**src/hw/rtl/cfc_pkg.sv**
```systemverilog
// ----------------------------------------------------------------------------
// cfc_pkg: shared definitions for the command frame checker
// Frame constants, error codes and the item and result structures.
// ----------------------------------------------------------------------------
`default_nettype none

package cfc_pkg;

    localparam int COUNT_W = 17;
    localparam logic [COUNT_W-1:0] COUNT_MAX = {COUNT_W{1'b1}};

    localparam logic [7:0] HDR_MARK    = 8'hAB;
    localparam int         MIN_FRAME   = 8;
    localparam int         FRAME_EXTRA = 6;
    localparam int         SUM_OFFSET  = 4;

    localparam logic [2:0] ERR_OK        = 3'd0;
    localparam logic [2:0] ERR_SHORT     = 3'd1;
    localparam logic [2:0] ERR_HEADER    = 3'd2;
    localparam logic [2:0] ERR_LENGTH    = 3'd3;
    localparam logic [2:0] ERR_CHECKSUM  = 3'd4;

    typedef struct packed {
        logic [7:0] byte_value;
        logic       last_byte;
    } t_in_item;

    typedef struct packed {
        logic        frame_ok;
        logic [2:0]  error_code;
        logic [7:0]  frame_tag;
        logic [15:0] command_id;
        logic [15:0] length_field;
    } t_result;

endpackage

`default_nettype wire

```
**src/hw/rtl/cfc_in_if.sv**
```systemverilog
// ----------------------------------------------------------------------------
// cfc_in_if: frame byte channel
// Valid/ready channel carrying one frame byte and its last-byte mark.
// ----------------------------------------------------------------------------
`default_nettype none

interface cfc_in_if;
    logic       valid;
    logic       ready;
    logic [7:0] byte_value;
    logic       last_byte;

    modport source (output valid, output byte_value, output last_byte, input ready);
    modport sink   (input valid, input byte_value, input last_byte, output ready);
endinterface

`default_nettype wire

```
**src/hw/rtl/cfc_out_if.sv**
```systemverilog
// ----------------------------------------------------------------------------
// cfc_out_if: frame verdict channel
// Valid/ready channel carrying one verdict with the captured frame fields.
// ----------------------------------------------------------------------------
`default_nettype none

interface cfc_out_if;
    logic        valid;
    logic        ready;
    logic        frame_ok;
    logic [2:0]  error_code;
    logic [7:0]  frame_tag;
    logic [15:0] command_id;
    logic [15:0] length_field;

    modport source (output valid, output frame_ok, output error_code, output frame_tag,
                    output command_id, output length_field, input ready);
    modport sink   (input valid, input frame_ok, input error_code, input frame_tag,
                    input command_id, input length_field, output ready);
endinterface

`default_nettype wire

```
**src/hw/rtl/cfc_in_stage.sv**
```systemverilog
// ----------------------------------------------------------------------------
// cfc_in_stage: input register
// Holds one incoming byte request until the checker core takes it.
// ----------------------------------------------------------------------------
`default_nettype none

module cfc_in_stage (
    input  wire logic          i_clk,
    input  wire logic          i_rst_n,
    cfc_in_if.sink             i_in,
    input  wire logic          i_advance,
    output cfc_pkg::t_in_item  o_item,
    output logic               o_valid
);

    logic              r_valid;
    logic              n_valid;
    cfc_pkg::t_in_item r_item;

    assign i_in.ready = !r_valid || i_advance;

    always_comb begin
        n_valid = r_valid;
        if (i_in.valid && i_in.ready) begin
            n_valid = 1'b1;
        end else if (i_advance) begin
            n_valid = 1'b0;
        end
    end

    always_ff @(posedge i_clk) begin
        if (!i_rst_n) begin
            r_valid <= 1'b0;
        end else begin
            r_valid <= n_valid;
        end
    end

    always_ff @(posedge i_clk) begin
        if (i_in.valid && i_in.ready) begin
            r_item.byte_value <= i_in.byte_value;
            r_item.last_byte  <= i_in.last_byte;
        end
    end

    assign o_item  = r_item;
    assign o_valid = r_valid;

endmodule

`default_nettype wire

```
**src/hw/rtl/cfc_core.sv**
```systemverilog
// ----------------------------------------------------------------------------
// cfc_core: frame checker state and verdict
// Captures header fields, accumulates the checksum and forms the verdict.
// ----------------------------------------------------------------------------
`default_nettype none

module cfc_core (
    input  wire logic               i_clk,
    input  wire logic               i_rst_n,
    input  wire logic               i_valid,
    input  wire cfc_pkg::t_in_item  i_item,
    input  wire logic               i_out_free,
    output logic                    o_advance,
    output logic                    o_res_valid,
    output cfc_pkg::t_result        o_result
);

    logic [cfc_pkg::COUNT_W-1:0] r_count,    n_count;
    logic [7:0]                  r_sum,      n_sum;
    logic                        r_hdr_ok,   n_hdr_ok;
    logic [15:0]                 r_len,      n_len;
    logic                        r_csum_ok,  n_csum_ok;
    logic [7:0]                  r_tag,      n_tag;
    logic [15:0]                 r_cmd,      n_cmd;

    logic [cfc_pkg::COUNT_W-1:0] sum_pos;
    logic [cfc_pkg::COUNT_W:0]   frame_size;
    logic [cfc_pkg::COUNT_W:0]   expect_size;
    logic [7:0]                  b;
    logic [2:0]                  code;

    assign b           = i_item.byte_value;
    assign o_advance   = i_valid && (!i_item.last_byte || i_out_free);
    assign o_res_valid = o_advance && i_item.last_byte;

    always_comb begin
        n_hdr_ok  = r_hdr_ok;
        n_tag     = r_tag;
        n_len     = r_len;
        n_cmd     = r_cmd;
        n_sum     = r_sum;
        n_csum_ok = r_csum_ok;

        unique case (r_count)
            17'd0:   n_hdr_ok = (b == cfc_pkg::HDR_MARK);
            17'd1:   n_tag    = b;
            17'd2:   n_len    = {r_len[15:8], b};
            17'd3:   n_len    = {b, r_len[7:0]};
            17'd4:   n_cmd    = {r_cmd[15:8], b};
            17'd5:   n_cmd    = {b, r_cmd[7:0]};
            default: ;
        endcase

        // checksum sits right after the payload, at length + 4
        sum_pos = {1'b0, n_len} + cfc_pkg::COUNT_W'(cfc_pkg::SUM_OFFSET);
        priority if (r_count < cfc_pkg::COUNT_W'(cfc_pkg::SUM_OFFSET) || r_count < sum_pos) begin
            n_sum = r_sum + b;
        end else if (r_count == sum_pos) begin
            n_csum_ok = (b == 8'(9'h100 - {1'b0, r_sum}));
        end else begin
            // past the checksum byte: hold
            n_sum = r_sum;
        end

        n_count = (r_count != cfc_pkg::COUNT_MAX) ? r_count + 1'b1 : r_count;

        frame_size  = {1'b0, r_count} + 1'b1;
        expect_size = {2'b00, n_len} + (cfc_pkg::COUNT_W+1)'(cfc_pkg::FRAME_EXTRA);
        priority if (frame_size < (cfc_pkg::COUNT_W+1)'(cfc_pkg::MIN_FRAME)) begin
            code = cfc_pkg::ERR_SHORT;
        end else if (!n_hdr_ok) begin
            code = cfc_pkg::ERR_HEADER;
        end else if (frame_size != expect_size) begin
            code = cfc_pkg::ERR_LENGTH;
        end else if (!n_csum_ok) begin
            code = cfc_pkg::ERR_CHECKSUM;
        end else begin
            code = cfc_pkg::ERR_OK;
        end

        o_result.frame_ok     = (code == cfc_pkg::ERR_OK);
        o_result.error_code   = code;
        o_result.frame_tag    = n_tag;
        o_result.command_id   = n_cmd;
        o_result.length_field = n_len;
    end

    always_ff @(posedge i_clk) begin
        if (!i_rst_n || o_res_valid) begin
            // clear on reset, and for the next frame once the verdict is loaded into the result register
            r_count   <= '0;
            r_sum     <= '0;
            r_hdr_ok  <= 1'b0;
            r_len     <= '0;
            r_csum_ok <= 1'b0;
            r_tag     <= '0;
            r_cmd     <= '0;
        end else if (o_advance) begin
            r_count   <= n_count;
            r_sum     <= n_sum;
            r_hdr_ok  <= n_hdr_ok;
            r_len     <= n_len;
            r_csum_ok <= n_csum_ok;
            r_tag     <= n_tag;
            r_cmd     <= n_cmd;
        end
    end

endmodule

`default_nettype wire

```
**src/hw/rtl/cfc_out_stage.sv**
```systemverilog
// ----------------------------------------------------------------------------
// cfc_out_stage: result register
// Holds one verdict request until the downstream side takes it.
// ----------------------------------------------------------------------------
`default_nettype none

module cfc_out_stage (
    input  wire logic              i_clk,
    input  wire logic              i_rst_n,
    input  wire logic              i_load,
    input  wire cfc_pkg::t_result  i_result,
    cfc_out_if.source              o_out,
    output logic                   o_free
);

    logic             r_valid;
    logic             n_valid;
    cfc_pkg::t_result r_result;

    assign o_free = !r_valid || o_out.ready;

    always_comb begin
        n_valid = r_valid;
        if (i_load) begin
            n_valid = 1'b1;
        end else if (o_out.ready) begin
            n_valid = 1'b0;
        end
    end

    always_ff @(posedge i_clk) begin
        if (!i_rst_n) begin
            r_valid <= 1'b0;
        end else begin
            r_valid <= n_valid;
        end
    end

    always_ff @(posedge i_clk) begin
        if (i_load) begin
            r_result <= i_result;
        end
    end

    assign o_out.valid        = r_valid;
    assign o_out.frame_ok     = r_result.frame_ok;
    assign o_out.error_code   = r_result.error_code;
    assign o_out.frame_tag    = r_result.frame_tag;
    assign o_out.command_id   = r_result.command_id;
    assign o_out.length_field = r_result.length_field;

endmodule

`default_nettype wire

```
**src/hw/rtl/command_frame_checker_unit.sv**
```systemverilog
// ----------------------------------------------------------------------------
// command_frame_checker_unit: command frame checker
// Checks header, length and checksum of a byte-serial command frame.
// ----------------------------------------------------------------------------
// The block takes one frame byte per cycle, back to back, with no gaps
// required between bytes or frames. Each byte passes through an input
// register and is then folded into the frame state; on the byte marked
// last, the verdict and the captured tag, length and command id are
// registered into the result register, so a verdict is valid on the cycle
// after the core takes its last byte. The result register and the input
// register decouple the two sides: bytes keep flowing while a verdict waits,
// and only a last byte stalls when an earlier verdict has not been taken.
// Error codes: 0 ok, 1 too short, 2 bad header, 3 length mismatch,
// 4 checksum mismatch, checked in that order.
`default_nettype none

module command_frame_checker_unit (
    input  wire logic  i_clk,
    input  wire logic  i_rst_n,
    cfc_in_if.sink     i_in,
    cfc_out_if.source  o_out
);

    cfc_pkg::t_in_item in_item;
    logic              in_valid;
    logic              core_advance;
    logic              res_valid;
    logic              out_free;
    cfc_pkg::t_result  core_result;

    cfc_in_stage u_in_stage (
        .i_clk     (i_clk),
        .i_rst_n   (i_rst_n),
        .i_in      (i_in),
        .i_advance (core_advance),
        .o_item    (in_item),
        .o_valid   (in_valid)
    );

    cfc_core u_core (
        .i_clk       (i_clk),
        .i_rst_n     (i_rst_n),
        .i_valid     (in_valid),
        .i_item      (in_item),
        .i_out_free  (out_free),
        .o_advance   (core_advance),
        .o_res_valid (res_valid),
        .o_result    (core_result)
    );

    cfc_out_stage u_out_stage (
        .i_clk    (i_clk),
        .i_rst_n  (i_rst_n),
        .i_load   (res_valid),
        .i_result (core_result),
        .o_out    (o_out),
        .o_free   (out_free)
    );

    a_reset_clears_out: assert property (@(posedge i_clk) !i_rst_n |=> !o_out.valid)
        else $error("verdict valid right after reset");

    a_last_gives_verdict: assert property (@(posedge i_clk) disable iff (!i_rst_n)
        (core_advance && in_item.last_byte) |=> o_out.valid)
        else $error("last byte taken without a verdict");

    a_ok_matches_code: assert property (@(posedge i_clk) disable iff (!i_rst_n)
        o_out.valid |-> (o_out.frame_ok == (o_out.error_code == cfc_pkg::ERR_OK)))
        else $error("frame_ok disagrees with error_code");

    a_stalled_byte_held: assert property (@(posedge i_clk) disable iff (!i_rst_n)
        (in_valid && !core_advance) |=> in_valid)
        else $error("stalled byte dropped from input register");

endmodule

`default_nettype wire

```
**src/flat_wrapper.sv**
```systemverilog
// flat-port wrapper written by rule: the top's interface ports become plain ports
module command_frame_checker_unit_flat 
  (i_clk, i_rst_n, i_in_valid, i_in_byte_value, i_in_last_byte, i_in_ready, o_out_valid, o_out_frame_ok, o_out_error_code, o_out_frame_tag, o_out_command_id, o_out_length_field, o_out_ready);
  cfc_in_if i_in_i ();
  cfc_out_if o_out_i ();
  input  wire logic i_clk;
  input  wire logic i_rst_n;
  input wire logic [$bits(i_in_i.valid)-1:0] i_in_valid;
  input wire logic [$bits(i_in_i.byte_value)-1:0] i_in_byte_value;
  input wire logic [$bits(i_in_i.last_byte)-1:0] i_in_last_byte;
  output wire logic [$bits(i_in_i.ready)-1:0] i_in_ready;
  output wire logic [$bits(o_out_i.valid)-1:0] o_out_valid;
  output wire logic [$bits(o_out_i.frame_ok)-1:0] o_out_frame_ok;
  output wire logic [$bits(o_out_i.error_code)-1:0] o_out_error_code;
  output wire logic [$bits(o_out_i.frame_tag)-1:0] o_out_frame_tag;
  output wire logic [$bits(o_out_i.command_id)-1:0] o_out_command_id;
  output wire logic [$bits(o_out_i.length_field)-1:0] o_out_length_field;
  input wire logic [$bits(o_out_i.ready)-1:0] o_out_ready;
  assign i_in_i.valid = i_in_valid;
  assign i_in_i.byte_value = i_in_byte_value;
  assign i_in_i.last_byte = i_in_last_byte;
  assign i_in_ready = i_in_i.ready;
  assign o_out_valid = o_out_i.valid;
  assign o_out_frame_ok = o_out_i.frame_ok;
  assign o_out_error_code = o_out_i.error_code;
  assign o_out_frame_tag = o_out_i.frame_tag;
  assign o_out_command_id = o_out_i.command_id;
  assign o_out_length_field = o_out_i.length_field;
  assign o_out_i.ready = o_out_ready;
  command_frame_checker_unit u_core (.i_clk(i_clk), .i_rst_n(i_rst_n), .i_in(i_in_i), .o_out(o_out_i));
endmodule
```
**config.mk**
```make
export PLATFORM = sky130hd
export DESIGN_NAME = command_frame_checker_unit_flat
export DESIGN_NICKNAME = d
export VERILOG_FILES = /design/src/hw/rtl/cfc_pkg.sv /design/src/hw/rtl/cfc_in_if.sv /design/src/hw/rtl/cfc_out_if.sv /design/src/hw/rtl/cfc_in_stage.sv /design/src/hw/rtl/cfc_core.sv /design/src/hw/rtl/cfc_out_stage.sv /design/src/hw/rtl/command_frame_checker_unit.sv /design/src/flat_wrapper.sv
export SDC_FILE = /design/constraint.sdc
export NUM_CORES = 1
export LEC_CHECK = 0
export BUFFER_PORTS_ARGS = -buffer_cell sky130_fd_sc_hd__buf_2
export CAP_MARGIN = 40
export CORE_AREA = 10 10 120 122
export DETAILED_ROUTE_END_ITERATION = 6
export DIE_AREA = 0 0 130 132
export MAX_ROUTING_LAYER = met4
export PLACE_DENSITY = 0.86
export SLEW_MARGIN = 25
export SYNTH_ARGS = -nofsm -noshare
export SYNTH_HDL_FRONTEND = slang
export SYNTH_HIERARCHICAL = 1
export SYNTH_SLANG_ARGS = --single-unit
```
**constraint.sdc**
```tcl
create_clock -name i_clk -period 5.1 [get_ports i_clk]
set_input_delay 0.255 -clock i_clk [delete_from_list [all_inputs] [get_ports i_clk]]
set_output_delay 0.255 -clock i_clk [all_outputs]
set_load 0.03 [all_outputs]
```
==> impl_results.html <==
<table>
<tr><th>Metric</th><th>Value</th></tr>
<tr><th colspan="2">Run status</th></tr>
<tr><td>Status</td><td>finished, final reports clean</td></tr>
<tr><th colspan="2">STA</th></tr>
<tr><td>Endpoints failing setup</td><td>0</td></tr>
<tr><td>Share of the clock period used by the worst path</td><td>0.942</td></tr>
<tr><td>Peak clock frequency supported by timing</td><td>208 MHz</td></tr>
<tr><td>Post-Route Skew</td><td>0.0111 ns</td></tr>
<tr><td>Pins Over Slew Limit</td><td>0</td></tr>
<tr><td>Headroom to the max-slew limit</td><td>0.504</td></tr>
<tr><td>Setup repair after global routing missed its margin</td><td>no</td></tr>
<tr><td>Fin Setup TNS</td><td>0 ns</td></tr>
<tr><td>Worst Tran Pin Value</td><td>about 0.74 ns</td></tr>
<tr><td>Final worst hold slack</td><td>0.0106 ns</td></tr>
<tr><td>Post-layout min period</td><td>around 4.8 ns</td></tr>
<tr><td>Final-report hold violation count</td><td>0</td></tr>
<tr><th colspan="2">GRT</th></tr>
<tr><td>Initial antenna violation count</td><td>0</td></tr>
<tr><td>Number of global-route vias before repair</td><td>6232</td></tr>
<tr><td>Total congestion overflow</td><td>0</td></tr>
<tr><td>Wire length of the first global-routing pass</td><td>about 32 mm</td></tr>
<tr><td>GRT Util Overall</td><td>0.244</td></tr>
<tr><td>Maximum number of pins on one net before global-route repair</td><td>68</td></tr>
<tr><th colspan="2">Logic synthesis</th></tr>
<tr><td>Cell area after synthesis</td><td>7250 um2</td></tr>
<tr><td>Sequential element share of the synthesized area</td><td>0.410</td></tr>
<tr><td>Syn Nets</td><td>819</td></tr>
<tr><td>Synth warn</td><td>6</td></tr>
<tr><td>Mean area per synthesized cell</td><td>9.39 um2</td></tr>
<tr><td>Number of flops mapped to enable cells by yosys</td><td>53</td></tr>
<tr><td>Most used flip-flop cell after synthesis</td><td>sky130_fd_sc_hd__dfxtp_1</td></tr>
<tr><td>Post-Syn Instances</td><td>772</td></tr>
<tr><td>Cell variety after synth</td><td>between 70 and 80</td></tr>
<tr><td>Count of state elements after synthesis</td><td>122</td></tr>
<tr><td>Post-synthesis async set-or-reset flop share</td><td>0</td></tr>
<tr><th colspan="2">Critical path</th></tr>
<tr><td>Type of element launching the critical path</td><td>flip-flop</td></tr>
<tr><td>Critical Path End Type</td><td>flip-flop</td></tr>
<tr><td>Maximum fanout along the worst path</td><td>7</td></tr>
<tr><td>Class of the most critical setup path</td><td>flip-flop to flip-flop</td></tr>
<tr><td>Length in cells of the worst reg-to-reg path</td><td>17</td></tr>
<tr><td>Data required time at the worst endpoint</td><td>5.28 ns</td></tr>
<tr><td>Reg2reg start</td><td>u_core/u_core/r_count[1]</td></tr>
<tr><td>Endpoint of the worst setup timing path</td><td>u_core/u_out_stage/o_out.frame_ok</td></tr>
<tr><td>Capture point of the worst reg-to-reg path</td><td>u_core/u_out_stage/o_out.frame_ok</td></tr>
<tr><td>Worst path arrival time</td><td>4.99 ns</td></tr>
<tr><td>First element of the critical path</td><td>u_core/u_core/r_count[1]</td></tr>
<tr><td>Flop2flop setup slack</td><td>approximately 0.30 ns</td></tr>
<tr><th colspan="2">Floorplan</th></tr>
<tr><td>Starting density of the core</td><td>0.608</td></tr>
<tr><td>Num rows</td><td>40</td></tr>
<tr><td>Standard cell core area</td><td>11900 um2</td></tr>
<tr><td>Height of the die</td><td>132 um</td></tr>
<tr><td>Overall die area</td><td>around 17000 um2</td></tr>
<tr><td>Die X-Extent</td><td>130 um</td></tr>
<tr><td>Ports</td><td>59</td></tr>
<tr><th colspan="2">CTS</th></tr>
<tr><td>Clock tree root buffer cell</td><td>sky130_fd_sc_hd__clkbuf_16</td></tr>
<tr><td>H-tree depth reported by CTS</td><td>4</td></tr>
<tr><td>Maximum count of clock buffers along a single path</td><td>2</td></tr>
<tr><td>Num CTS Buffers</td><td>17</td></tr>
<tr><td>TritonCTS clock tree</td><td>done</td></tr>
<tr><td>Clock sink total</td><td>122</td></tr>
<tr><td>Clock latency of the later-clocked register in the worst-skew pair</td><td>0.43 ns</td></tr>
<tr><td>Register clock-pin slew on the reported worst setup and hold paths</td><td>0.06 ns</td></tr>
<tr><th colspan="2">Place</th></tr>
<tr><td>Dpl hpwl</td><td>14.3 mm</td></tr>
<tr><td>Final Wtd Congestion</td><td>1.03</td></tr>
<tr><td>Number of instances in the placed design</td><td>964</td></tr>
<tr><td>I/O Buffers</td><td>58</td></tr>
<tr><th colspan="2">Routing</th></tr>
<tr><td>Routed wire length per instance</td><td>~20 um</td></tr>
<tr><td>Total detailed-routing wirelength</td><td>20.3 mm</td></tr>
<tr><td>Length of the first detailed-routing pass in iterations</td><td>5</td></tr>
<tr><td>Number of vias after detailed routing</td><td>between 6000 and 7000</td></tr>
<tr><td>Violation count after the first detailed-routing iteration</td><td>811</td></tr>
<tr><td>DRC Markers</td><td>0</td></tr>
<tr><td>Drt via density</td><td>around 6.4</td></tr>
<tr><td>Remaining number of nets flagged by the antenna check after routing</td><td>0</td></tr>
<tr><th colspan="2">Flow run</th></tr>
<tr><td>Max-Cap Viols</td><td>0</td></tr>
<tr><th colspan="2">Finish</th></tr>
<tr><td>Share of post-route cells with drive strength above 1</td><td>0.202</td></tr>
<tr><td>Final instance count without filler cells</td><td>1004</td></tr>
<tr><td>Most common cell after layout, fill and taps aside</td><td>sky130_fd_sc_hd__nand2_1</td></tr>
<tr><td>Final #Nets</td><td>891</td></tr>
<tr><td>ANT cells</td><td>0</td></tr>
<tr><td>Commonest cells after routing, fill and taps aside</td><td>87 x sky130_fd_sc_hd__nand2_1, 69 x sky130_fd_sc_hd__dfxtp_1, 65 x sky130_fd_sc_hd__nor2_1</td></tr>
<tr><td>Count of filler cells inserted in the layout</td><td>863</td></tr>
<tr><td>Layout overhead on the synthesized area</td><td>16.9%</td></tr>
<tr><th colspan="2">Hold path</th></tr>
<tr><td>Path class of the lowest-slack min-delay path</td><td>input pin to flip-flop</td></tr>
<tr><td>Hold depth</td><td>1</td></tr>
<tr><th colspan="2">Power</th></tr>
<tr><td>Worst IR drop on VDD</td><td>0.217 mV</td></tr>
<tr><td>Power Dens Cells</td><td>308 nW/um2</td></tr>
<tr><td>Reported leakage power</td><td>3.30 nW</td></tr>
</table>
## cells by family after synthesis
group | Yosys count | share of synthesized area
flip-flops | 122 | 0.410
AO/OA/AOI/OAI | 174 | 0.179
buffers and inverters | 78 | 0.0451
AND/OR/NAND/NOR | 284 | 0.204
XOR/XNOR | 67 | 0.0829
adder cells (fa/ha/maj) | 34 | 0.0597
multiplexers | 13 | 0.0193
## worst min-delay path by stage
stage                             from                     endpoint  slack, ns
floorplan               i_in_last_byte  u_core/u_in_stage/o_item[0]       0.35
finish              i_in_byte_value[2]  u_core/u_in_stage/o_item[3]       0.01
CTS                 i_in_byte_value[5]  u_core/u_in_stage/o_item[6]      0.001
global placement        i_in_last_byte  u_core/u_in_stage/o_item[0]       0.43
global route        i_in_byte_value[2]  u_core/u_in_stage/o_item[3]      0.009
detailed placement      i_in_last_byte  u_core/u_in_stage/o_item[0]       0.43
## synthesized netlist by cell type, types with 21 or more instances
| cell type | instances | area (um2) |
|---|---|---|
| sky130_fd_sc_hd__edfxtp_1 | 53 | 1590 |
| sky130_fd_sc_hd__a21oi_1 | 46 | 230 |
| sky130_fd_sc_hd__xor2_1 | 25 | 219 |
| sky130_fd_sc_hd__nand2_1 | 87 | 327 |
| sky130_fd_sc_hd__xnor2_1 | 41 | 359 |
| sky130_fd_sc_hd__ha_1 | 33 | 413 |
| sky130_fd_sc_hd__nor3_1 | 24 | 120 |
| sky130_fd_sc_hd__a22o_1 | 24 | 210 |
| sky130_fd_sc_hd__inv_1 | 25 | 93.8 |
| sky130_fd_sc_hd__nor2_1 | 66 | 248 |
| sky130_fd_sc_hd__clkbuf_1 | 34 | 128 |
| sky130_fd_sc_hd__dfxtp_1 | 69 | 1380 |
| sky130_fd_sc_hd__nand3_1 | 21 | 105 |
## state kept, by name (all words and copies together) (netlist names), 3 cells and up
name	flops
u_core/u_core/r_len	16
u_core/u_out_stage/o_out.length_field	16
u_core/u_in_stage/o_item	9
u_core/u_core/r_sum	8
u_core/u_out_stage/o_out.frame_tag	8
u_core/u_core/r_count	17
u_core/u_core/r_tag	8
u_core/u_out_stage/o_out.command_id	16
u_core/u_core/r_cmd	16
u_core/u_out_stage/o_out.error_code	3
## area by class of cell
| type | instances | area (um2) | share of cell area |
|---|---|---|---|
| Inverter | 28 | 105 | 0.0124 |
| Sequential cell | 122 | 2970 | 0.351 |
| Clock buffer | 20 | 479 | 0.0566 |
| Multi-Input combinational cell | 572 | 3990 | 0.471 |
| Timing Repair Buffer | 103 | 651 | 0.0768 |
| Clock inverter | 12 | 86.3 | 0.0102 |
| Tap cell | 147 | 184 | 0.0217 |
## worst max-delay path, stage by stage, from the launching register on
cell                      delay [ns]
sky130_fd_sc_hd__dfxtp_1        0.46
sky130_fd_sc_hd__ha_1           0.22
sky130_fd_sc_hd__or4b_4         0.51
sky130_fd_sc_hd__o21ai_2        0.26
sky130_fd_sc_hd__o31ai_1        0.12
sky130_fd_sc_hd__and2_1         0.28
sky130_fd_sc_hd__inv_1          0.21
sky130_fd_sc_hd__nand3_1        0.19
sky130_fd_sc_hd__or3_1          0.36
sky130_fd_sc_hd__xor2_1         0.16
sky130_fd_sc_hd__ha_1           0.30
sky130_fd_sc_hd__nand4_1        0.13
sky130_fd_sc_hd__nor3_1         0.26
sky130_fd_sc_hd__o21ai_0        0.15
sky130_fd_sc_hd__a31oi_2        0.29
sky130_fd_sc_hd__nand4_1        0.17
sky130_fd_sc_hd__mux2i_1        0.27
sky130_fd_sc_hd__and3b_1        0.21
## stage by stage
step / util / worst slack (ns) / power, mW / instance area, um2
2_1_floorplan: - / 0.624 / 1.36 / 7250
3_3_place_gp: 0.654 / 0.488 / 1.45 / 7790
3_5_place_dp: 0.656 / 0.355 / 1.47 / 7820
4_1_cts: 0.709 / 0.309 / 2.60 / 8440
5_1_grt: 0.711 / 0.0301 / 2.69 / 8470
6_report: 0.711 / 0.296 / 2.61 / 8470
## per-layer routing
layer / up-vias / part of all wire / global-route usage
met5: - / 0 / -
met4: 0 / 0.030 / 0.104
met3: 57 / 0.078 / 0.0599
met2: 313 / 0.47 / 0.367
met1: 3071 / 0.42 / 0.303
li1: 2973 / - / -
## power breakdown
group / internal (mW) / switching [mW] / leakage [nW] / total (mW)
registers: 1.06 / 0.0349 / 1.06 / 1.09
clock network: 0.680 / 0.462 / 0.278 / 1.14
logic: 0.142 / 0.229 / 1.96 / 0.371
total: 1.88 / 0.726 / 3.30 / 2.61
## timing repair
item | in CTS | in global routing
endpoints found under the hold margin | 6 | 0
hold buffers | 6 | 0
endpoints found under the setup margin | 0 | 9
buffers inserted | 0 | 2
gates resized for setup | 0 | 3
(Power assumes the default switching activity.)
